--- src/rtl/core/dvsp_pkg.sv ---
// Package for the dotted decimal version string parser.
// Holds the part count, character codes and the character class helpers.
// No dependencies; used by rtl/core/dotted_version_string_parser.sv.
package dvsp_pkg;

    // Number of dot-separated parts and the width of each one.
    localparam int unsigned NumParts  = 4;
    localparam int unsigned PartWidth = 32;
    localparam int unsigned IdxWidth  = $clog2(NumParts);

    // Character codes that the parser tests for.
    localparam logic [7:0] DotCode    = 8'd46;
    localparam logic [7:0] ZeroCode   = 8'd48;
    localparam logic [7:0] NineCode   = 8'd57;
    localparam logic [7:0] SpaceCode  = 8'd32;
    localparam logic [7:0] TabCode    = 8'd9;
    localparam logic [7:0] CrCode     = 8'd13;

    typedef logic [PartWidth-1:0] t_part;
    typedef logic [IdxWidth-1:0]  t_part_idx;

    // Whitespace is tab through carriage return, and space.
    function automatic logic is_blank(input logic [7:0] c);
        is_blank = (c == SpaceCode) || ((c >= TabCode) && (c <= CrCode));
    endfunction

    // Decimal digits are the ASCII codes of 0 through 9 only.
    function automatic logic is_digit(input logic [7:0] c);
        is_digit = (c >= ZeroCode) && (c <= NineCode);
    endfunction

    // One accumulation step: value * 10 + digit, wrapping at the part width.
    function automatic t_part mac10(input t_part v, input logic [7:0] c);
        logic [3:0] d;
        d = 4'(c - ZeroCode);
        mac10 = (v << 3) + (v << 1) + t_part'(d);
    endfunction

endpackage

--- src/rtl/core/dotted_version_string_parser.sv ---
// Dotted decimal version string parser, top level.
// Depends on rtl/core/dvsp_pkg.sv for constants, types and character tests.
//
// Usage:
//   Characters of a version string enter on the input channel (i_in_valid,
//   o_in_stall, i_char_code, i_last_char), one transfer per character, with
//   i_last_char set on the final character. Up to four dot-separated decimal
//   parts are parsed; each wraps modulo 2^32. Whitespace may pad the string
//   and each part. The final character produces one result transfer on the
//   output channel (o_out_valid, i_out_stall, four parts and o_is_valid);
//   all parts read zero when the string is rejected.
//   Throughput is one character per cycle unless the input stalls. A
//   character is held in the input register, and the whole per-character
//   update (one shift-and-add multiply by ten and the class tests) runs in
//   the cycle it leaves that register, so a final character passes through
//   the input register and then the result register before its result shows.
//   A synchronous active-low reset empties both registers and clears the
//   parse state. While the receiver stalls, the result register holds its
//   transfer; characters keep flowing until a second final character waits,
//   which then stalls the input.
module dotted_version_string_parser (
    input  logic        i_clk,
    input  logic        i_rst_n,
    input  logic        i_in_valid,
    output logic        o_in_stall,
    input  logic [7:0]  i_char_code,
    input  logic        i_last_char,
    output logic        o_out_valid,
    input  logic        i_out_stall,
    output logic [31:0] o_major_part,
    output logic [31:0] o_minor_part,
    output logic [31:0] o_patch_part,
    output logic [31:0] o_build_part,
    output logic        o_is_valid
);

    // Input register.
    logic        r_in_valid;
    logic [7:0]  r_in_char;
    logic        r_in_last;

    // Parse state.
    dvsp_pkg::t_part     r_part [dvsp_pkg::NumParts];
    dvsp_pkg::t_part     n_part [dvsp_pkg::NumParts];
    dvsp_pkg::t_part_idx r_part_index, n_part_index;
    logic                r_part_empty, n_part_empty;
    logic                r_dot_pending, n_dot_pending;
    logic                r_part_closed, n_part_closed;
    logic                r_error_seen, n_error_seen;

    // Result register.
    logic                r_out_valid;
    dvsp_pkg::t_part     r_out_part [dvsp_pkg::NumParts];
    logic                r_out_ok;

    logic                advance;
    logic                in_take;
    logic                out_free;
    logic                ok;
    dvsp_pkg::t_part     cur_part;

    // The result register can take a new result when empty or draining.
    assign out_free   = !r_out_valid || !i_out_stall;
    // A held character moves on unless it is a final one facing a full output.
    assign advance    = r_in_valid && (!r_in_last || out_free);
    assign o_in_stall = r_in_valid && !advance;
    assign in_take    = i_in_valid && !o_in_stall;

    // Per-character state update.
    always_comb begin
        n_part        = r_part;
        n_part_index  = r_part_index;
        n_part_empty  = r_part_empty;
        n_dot_pending = r_dot_pending;
        n_part_closed = r_part_closed;
        n_error_seen  = r_error_seen;
        cur_part      = r_part[r_part_index];
        if (!r_error_seen) begin
            priority if (r_in_char == dvsp_pkg::DotCode) begin
                if (r_part_empty ||
                    r_part_index == dvsp_pkg::t_part_idx'(dvsp_pkg::NumParts - 1)) begin
                    n_error_seen = 1'b1;
                end else begin
                    n_part_index  = r_part_index + dvsp_pkg::t_part_idx'(1);
                    n_part_empty  = 1'b1;
                    n_part_closed = 1'b0;
                    n_dot_pending = 1'b1;
                end
            end else if (dvsp_pkg::is_blank(r_in_char)) begin
                if (!r_part_empty) begin
                    n_part_closed = 1'b1;
                end
            end else if (dvsp_pkg::is_digit(r_in_char)) begin
                if (r_part_closed) begin
                    n_error_seen = 1'b1;
                end else begin
                    n_part[r_part_index] = dvsp_pkg::mac10(cur_part, r_in_char);
                    n_part_empty         = 1'b0;
                    n_dot_pending        = 1'b0;
                end
            end else begin
                n_error_seen = 1'b1;
            end
        end
        // The string is good when nothing rejected it, it did not end on a
        // dot, and it held at least one digit.
        ok = !n_error_seen && !n_dot_pending && !((n_part_index == '0) && n_part_empty);
    end

    // Input register: loads on every input transfer, empties as it advances.
    always_ff @(posedge i_clk) begin
        if (!i_rst_n) begin
            r_in_valid <= 1'b0;
        end else if (in_take) begin
            r_in_valid <= 1'b1;
        end else if (advance) begin
            r_in_valid <= 1'b0;
        end
        if (in_take) begin
            r_in_char <= i_char_code;
            r_in_last <= i_last_char;
        end
    end

    // Parse state: updated per character, cleared after the final one.
    always_ff @(posedge i_clk) begin
        if (!i_rst_n || (advance && r_in_last)) begin
            for (int k = 0; k < dvsp_pkg::NumParts; k++) begin
                r_part[k] <= '0;
            end
            r_part_index  <= '0;
            r_part_empty  <= 1'b1;
            r_dot_pending <= 1'b0;
            r_part_closed <= 1'b0;
            r_error_seen  <= 1'b0;
        end else if (advance) begin
            r_part        <= n_part;
            r_part_index  <= n_part_index;
            r_part_empty  <= n_part_empty;
            r_dot_pending <= n_dot_pending;
            r_part_closed <= n_part_closed;
            r_error_seen  <= n_error_seen;
        end
    end

    // Result register: loads on a final character, empties on a transfer out.
    always_ff @(posedge i_clk) begin
        if (!i_rst_n) begin
            r_out_valid <= 1'b0;
        end else if (advance && r_in_last) begin
            r_out_valid <= 1'b1;
        end else if (!i_out_stall) begin
            r_out_valid <= 1'b0;
        end
        if (advance && r_in_last) begin
            for (int k = 0; k < dvsp_pkg::NumParts; k++) begin
                r_out_part[k] <= ok ? n_part[k] : '0;
            end
            r_out_ok <= ok;
        end
    end

    assign o_out_valid  = r_out_valid;
    assign o_major_part = r_out_part[0];
    assign o_minor_part = r_out_part[1];
    assign o_patch_part = r_out_part[2];
    assign o_build_part = r_out_part[3];
    assign o_is_valid   = r_out_ok;

    // A rejected result carries all-zero parts.
    a_invalid_zero: assert property (@(posedge i_clk) disable iff (!i_rst_n)
        (r_out_valid && !r_out_ok) |->
            (r_out_part[0] == '0 && r_out_part[1] == '0 &&
             r_out_part[2] == '0 && r_out_part[3] == '0))
        else $error("rejected result with nonzero parts");

    // A final character that advances always lands in the result register.
    a_last_makes_result: assert property (@(posedge i_clk) disable iff (!i_rst_n)
        (advance && r_in_last) |=> r_out_valid)
        else $error("final character produced no result");

    // The parse state is back at its start after a final character.
    a_state_cleared: assert property (@(posedge i_clk) disable iff (!i_rst_n)
        (advance && r_in_last) |=>
            (r_part_index == '0 && r_part_empty && !r_error_seen &&
             !r_dot_pending && !r_part_closed))
        else $error("parse state not cleared after final character");

    // The input only stalls for a waiting final character and a full output.
    a_stall_cause: assert property (@(posedge i_clk) disable iff (!i_rst_n)
        o_in_stall |-> (r_in_valid && r_in_last && r_out_valid && i_out_stall))
        else $error("input stalled without cause");

endmodule
--- config.mk ---
export PLATFORM = sky130hd
export DESIGN_NAME = dotted_version_string_parser
export DESIGN_NICKNAME = d
export VERILOG_FILES = /design/src/rtl/core/dvsp_pkg.sv /design/src/rtl/core/dotted_version_string_parser.sv
export SDC_FILE = /design/constraint.sdc
export NUM_CORES = 1
export LEC_CHECK = 0
export BUFFER_PORTS_ARGS = -buffer_cell sky130_fd_sc_hd__buf_4
export CAP_MARGIN = 30
export CORE_MARGIN = 5
export CORE_UTILIZATION = 55
export DETAILED_ROUTE_END_ITERATION = 6
export PLACE_DENSITY = 0.71
export SETUP_SLACK_MARGIN = 0.1
export SLEW_MARGIN = 25
export SYNTH_ARGS = -nofsm -noshare
export SYNTH_HDL_FRONTEND = slang
export SYNTH_SLANG_ARGS = --single-unit
--- constraint.sdc ---
create_clock -name i_clk -period 12.99 [get_ports i_clk]
set_clock_uncertainty 0.05 [all_clocks]
set_input_delay 0 -clock i_clk [delete_from_list [all_inputs] [get_ports i_clk]]
set_output_delay 0 -clock i_clk [all_outputs]
set_load 0.01 [all_outputs]
==> run_results.csv <==
group,metric,value,unit
run_status,status,"completed",
setup_path,cp_slowest_cell,"dfxtp_2",
power,leakage,5.715,nW
yosys,synth_edf_count,138,
sta,worst_slew_pin_slew,979.3,ps
grt,antenna_found_initial,0,
sta,max_freq,205.5,MHz
sta,maxSlewHeadroom,0.3449,
routing,avgRoutedWirePerCell,21.49,um
power,ir_drop,0.1095,mV
placement,place_congestion,0.9222,
routing,wl,41740,um
run,cap_viol_max_count,0,
routing,drc,0,
grt,grt.total_usage,0.2837,
clock_network,cts.path.max_buffers,3,
setup_path,reg2reg_from,"r_part_index[0]",
clock_network,cts_made_buffers,28,
clock_network,clock_sinks,274,
placement,dp_slack,8212,ps
clock_network,cts_max_level,1,
clock_network,insertion_delay,560,ps
yosys,synthArstFlopShare,0,
setup_path,cp_top_family,"compound AO/OA/AOI/OAI gates",
setup_path,cp.required,13200,ps
cells_and_area,most-common-layout-cells,"nand2_1 (255), a21oi_1 (184), buf_4 (162)",
floorplan,io_pins,144,
cells_and_area,final_common_cell,"nand2_1",
sta,rsz0062_at_grt,"no",
cells_and_area,drive_gt1_frac,0.1706,
setup_path,crit_cells,11,
cells_and_area,nFillCells,2053,
sta,finalSetupViolCount,0,
setup_path,crit_start,"r_part_index[0]",
floorplan,die_area,28930,sq um
grt,overflow,0,
yosys,synth-seq-area-share,0.4871,
yosys,synthCells,1495,
setup_path,criticalPathCategory,"reg -> reg",
yosys,yosysUniqueCellTypes,70,
clock_network,cts_tree,"yes",
routing,vias,12130,
floorplan,die_h,170.1,um
floorplan,num_rows,58,
setup_path,worstPathCellList,"buf_4 > mux4_2 > ha_1 > ha_1 > o21a_1 > o21a_1 > o31a_4 > a21o_2 > o21ai_0 > mux2i_1 > o21ai_0",
setup_path,reg2reg_slack,8120,ps
worst_hold_path,hp-class,"in -> reg",
placement,io_buffers,143,
setup_path,cp-start-kind,"flip-flop",
sta,setup_tns,0,ps
yosys,yosys_most_used_dff,"edfxtp_1",
routing,first_pass_iters,6,
yosys,syn_nets,1572,
sta,min_period,4867,ps
power,p_per_area,111.2,nW/um^2
yosys,yosys_warnings,0,
setup_path,reg2reg_depth,11,
setup_path,slowest_delay,820,ps
sta,hold_slack,113.8,ps
yosys,ys_ff_latch,274,
grt,grt_max_degree,86,
setup_path,r2r-end,"r_out_part[0][24]",
power,p_total,1.812,mW
clock_network,clockRootBuffer,"clkbuf_16",
floorplan,dieWidth,170.1,um
clock_network,post-cts-setup-buffer-count,0,
grt,grt_pass1_vias,11450,
sta,finalWorstSetupSlack,8123,ps
cells_and_area,num-nets-final,1667,
setup_path,end_kind,"flip-flop",
setup_path,worst-path-buf-inv,1,
placement,dp_hpwl,26780,um
routing,via_per_inst,6.244,
routing,ant_nets,0,
floorplan,start_util,0.5598,
cells_and_area,antennaDiodeCount,0,
sta,slew_viol_final,0,
routing,drtIter0Drc,1211,
cells_and_area,area_growth,15.54,%
setup_path,crit_end,"r_out_part[0][24]",
grt,grt_first_pass_wirelength,64900,um
setup_path,crit_path_max_fanout,19,
yosys,syn_area,14100,sq um
yosys,synth.avg_cell_area,9.429,sq um
sta,fin_crit_sh,0.3747,
floorplan,core-area,25180,sq um
sta,hold_violations,0,
setup_path,crit_arrival,5080,ps
clock_network,clkTransAtPathRegs,70,ps
layer usage:
layer	up-vias	track usage	share of wire
li1	5601	-	-
met2	619	0.4450	0.45
met3	98	0.05110	0.099
met4	2	0.08368	0.031
met5	-	0.01171	0.00031
met1	5806	0.4049	0.42
worst min path at each step:
stage	from	end	slack (ps)	depth (start not counted)
5_1_grt	i_char_code[5]	r_in_char[5]	110	2
4_1_cts	i_char_code[5]	r_in_char[5]	90	2
3_3_place_gp	i_char_code[3]	r_in_char[3]	130	1
6_report	i_char_code[5]	r_in_char[5]	110	2
2_1_floorplan	i_char_code[0]	r_in_char[0]	50	0
3_5_place_dp	i_char_code[7]	r_in_char[7]	130	1
power by group:
part           internal, mW  switching, mW  leakage (nW)
clock network         0.479          0.348         0.451
registers             0.918        0.00643          2.34
logic                0.0222         0.0385          2.92
total                  1.42          0.393          5.71
area by class of cell:
type                            instances  area, sq um  area share
Inverter                               22        85.08    0.005224
Clock inverter                         14        180.2     0.01106
Multi-Input combinational cell       1088         6615      0.4062
Tap cell                              330        412.9     0.02535
Timing Repair Buffer                  176         1356     0.08328
Clock buffer                           38        768.2     0.04717
Sequential cell                       274         6869      0.4218
stage by stage:
stage / std cells / instance area [sq um] / util
CTS: 1942 / 16290 / 0.6468
global placement: 1876 / 15190 / 0.6034
finish: 1942 / 16290 / 0.6468
floorplan: 1495 / 14100 / -
global route: 1942 / 16290 / 0.6468
detailed placement: 1876 / 15200 / 0.6035
synth_stat cells, types with 13 or more instances:
cell      instances  share of area
buf_1            13         0.0035
nand2_1         260          0.069
nand3_1         143          0.051
a21oi_1         184          0.065
dfxtp_1         136           0.19
o21ai_0         102          0.036
inv_1            21         0.0056
nor2_1           85          0.023
o21a_1           16         0.0085
ha_1             62          0.055
nor3_1           15         0.0053
o31ai_1          17         0.0091
edfxtp_1        138           0.29
clkbuf_1         70          0.019
nand4_1          20         0.0089
mux4_2           31          0.050
what timing repair did:
action,CTS,global route
hold buffers,14,0
gates resized for setup,0,0
hold endpoints to repair,22,0
sequential cells by signal, summed over array words and instances (netlist names):
signal	flops
o_out_valid	1
r_part_closed	1
r_dot_pending	1
r_out_part	128
r_part_index	2
r_part_empty	1
r_in_char	8
r_in_valid	1
r_part	128
r_in_last	1
r_error_seen	1
o_is_valid	1
cells by family (layout without fill, tap and decap cells):
logic type	count (synthesis)	after routing	share of synthesized area
AOI/OAI and AO/OA	389	389	0.1604
xor gates and xnor gates	18	18	0.01118
adders and majority gates	64	64	0.05787
buffers and inverters	133	250	0.04518
DFF	274	274	0.4871
muxes	35	35	0.05272
and+or+nand+nor	582	582	0.1855
(Power assumes the default switching activity.)
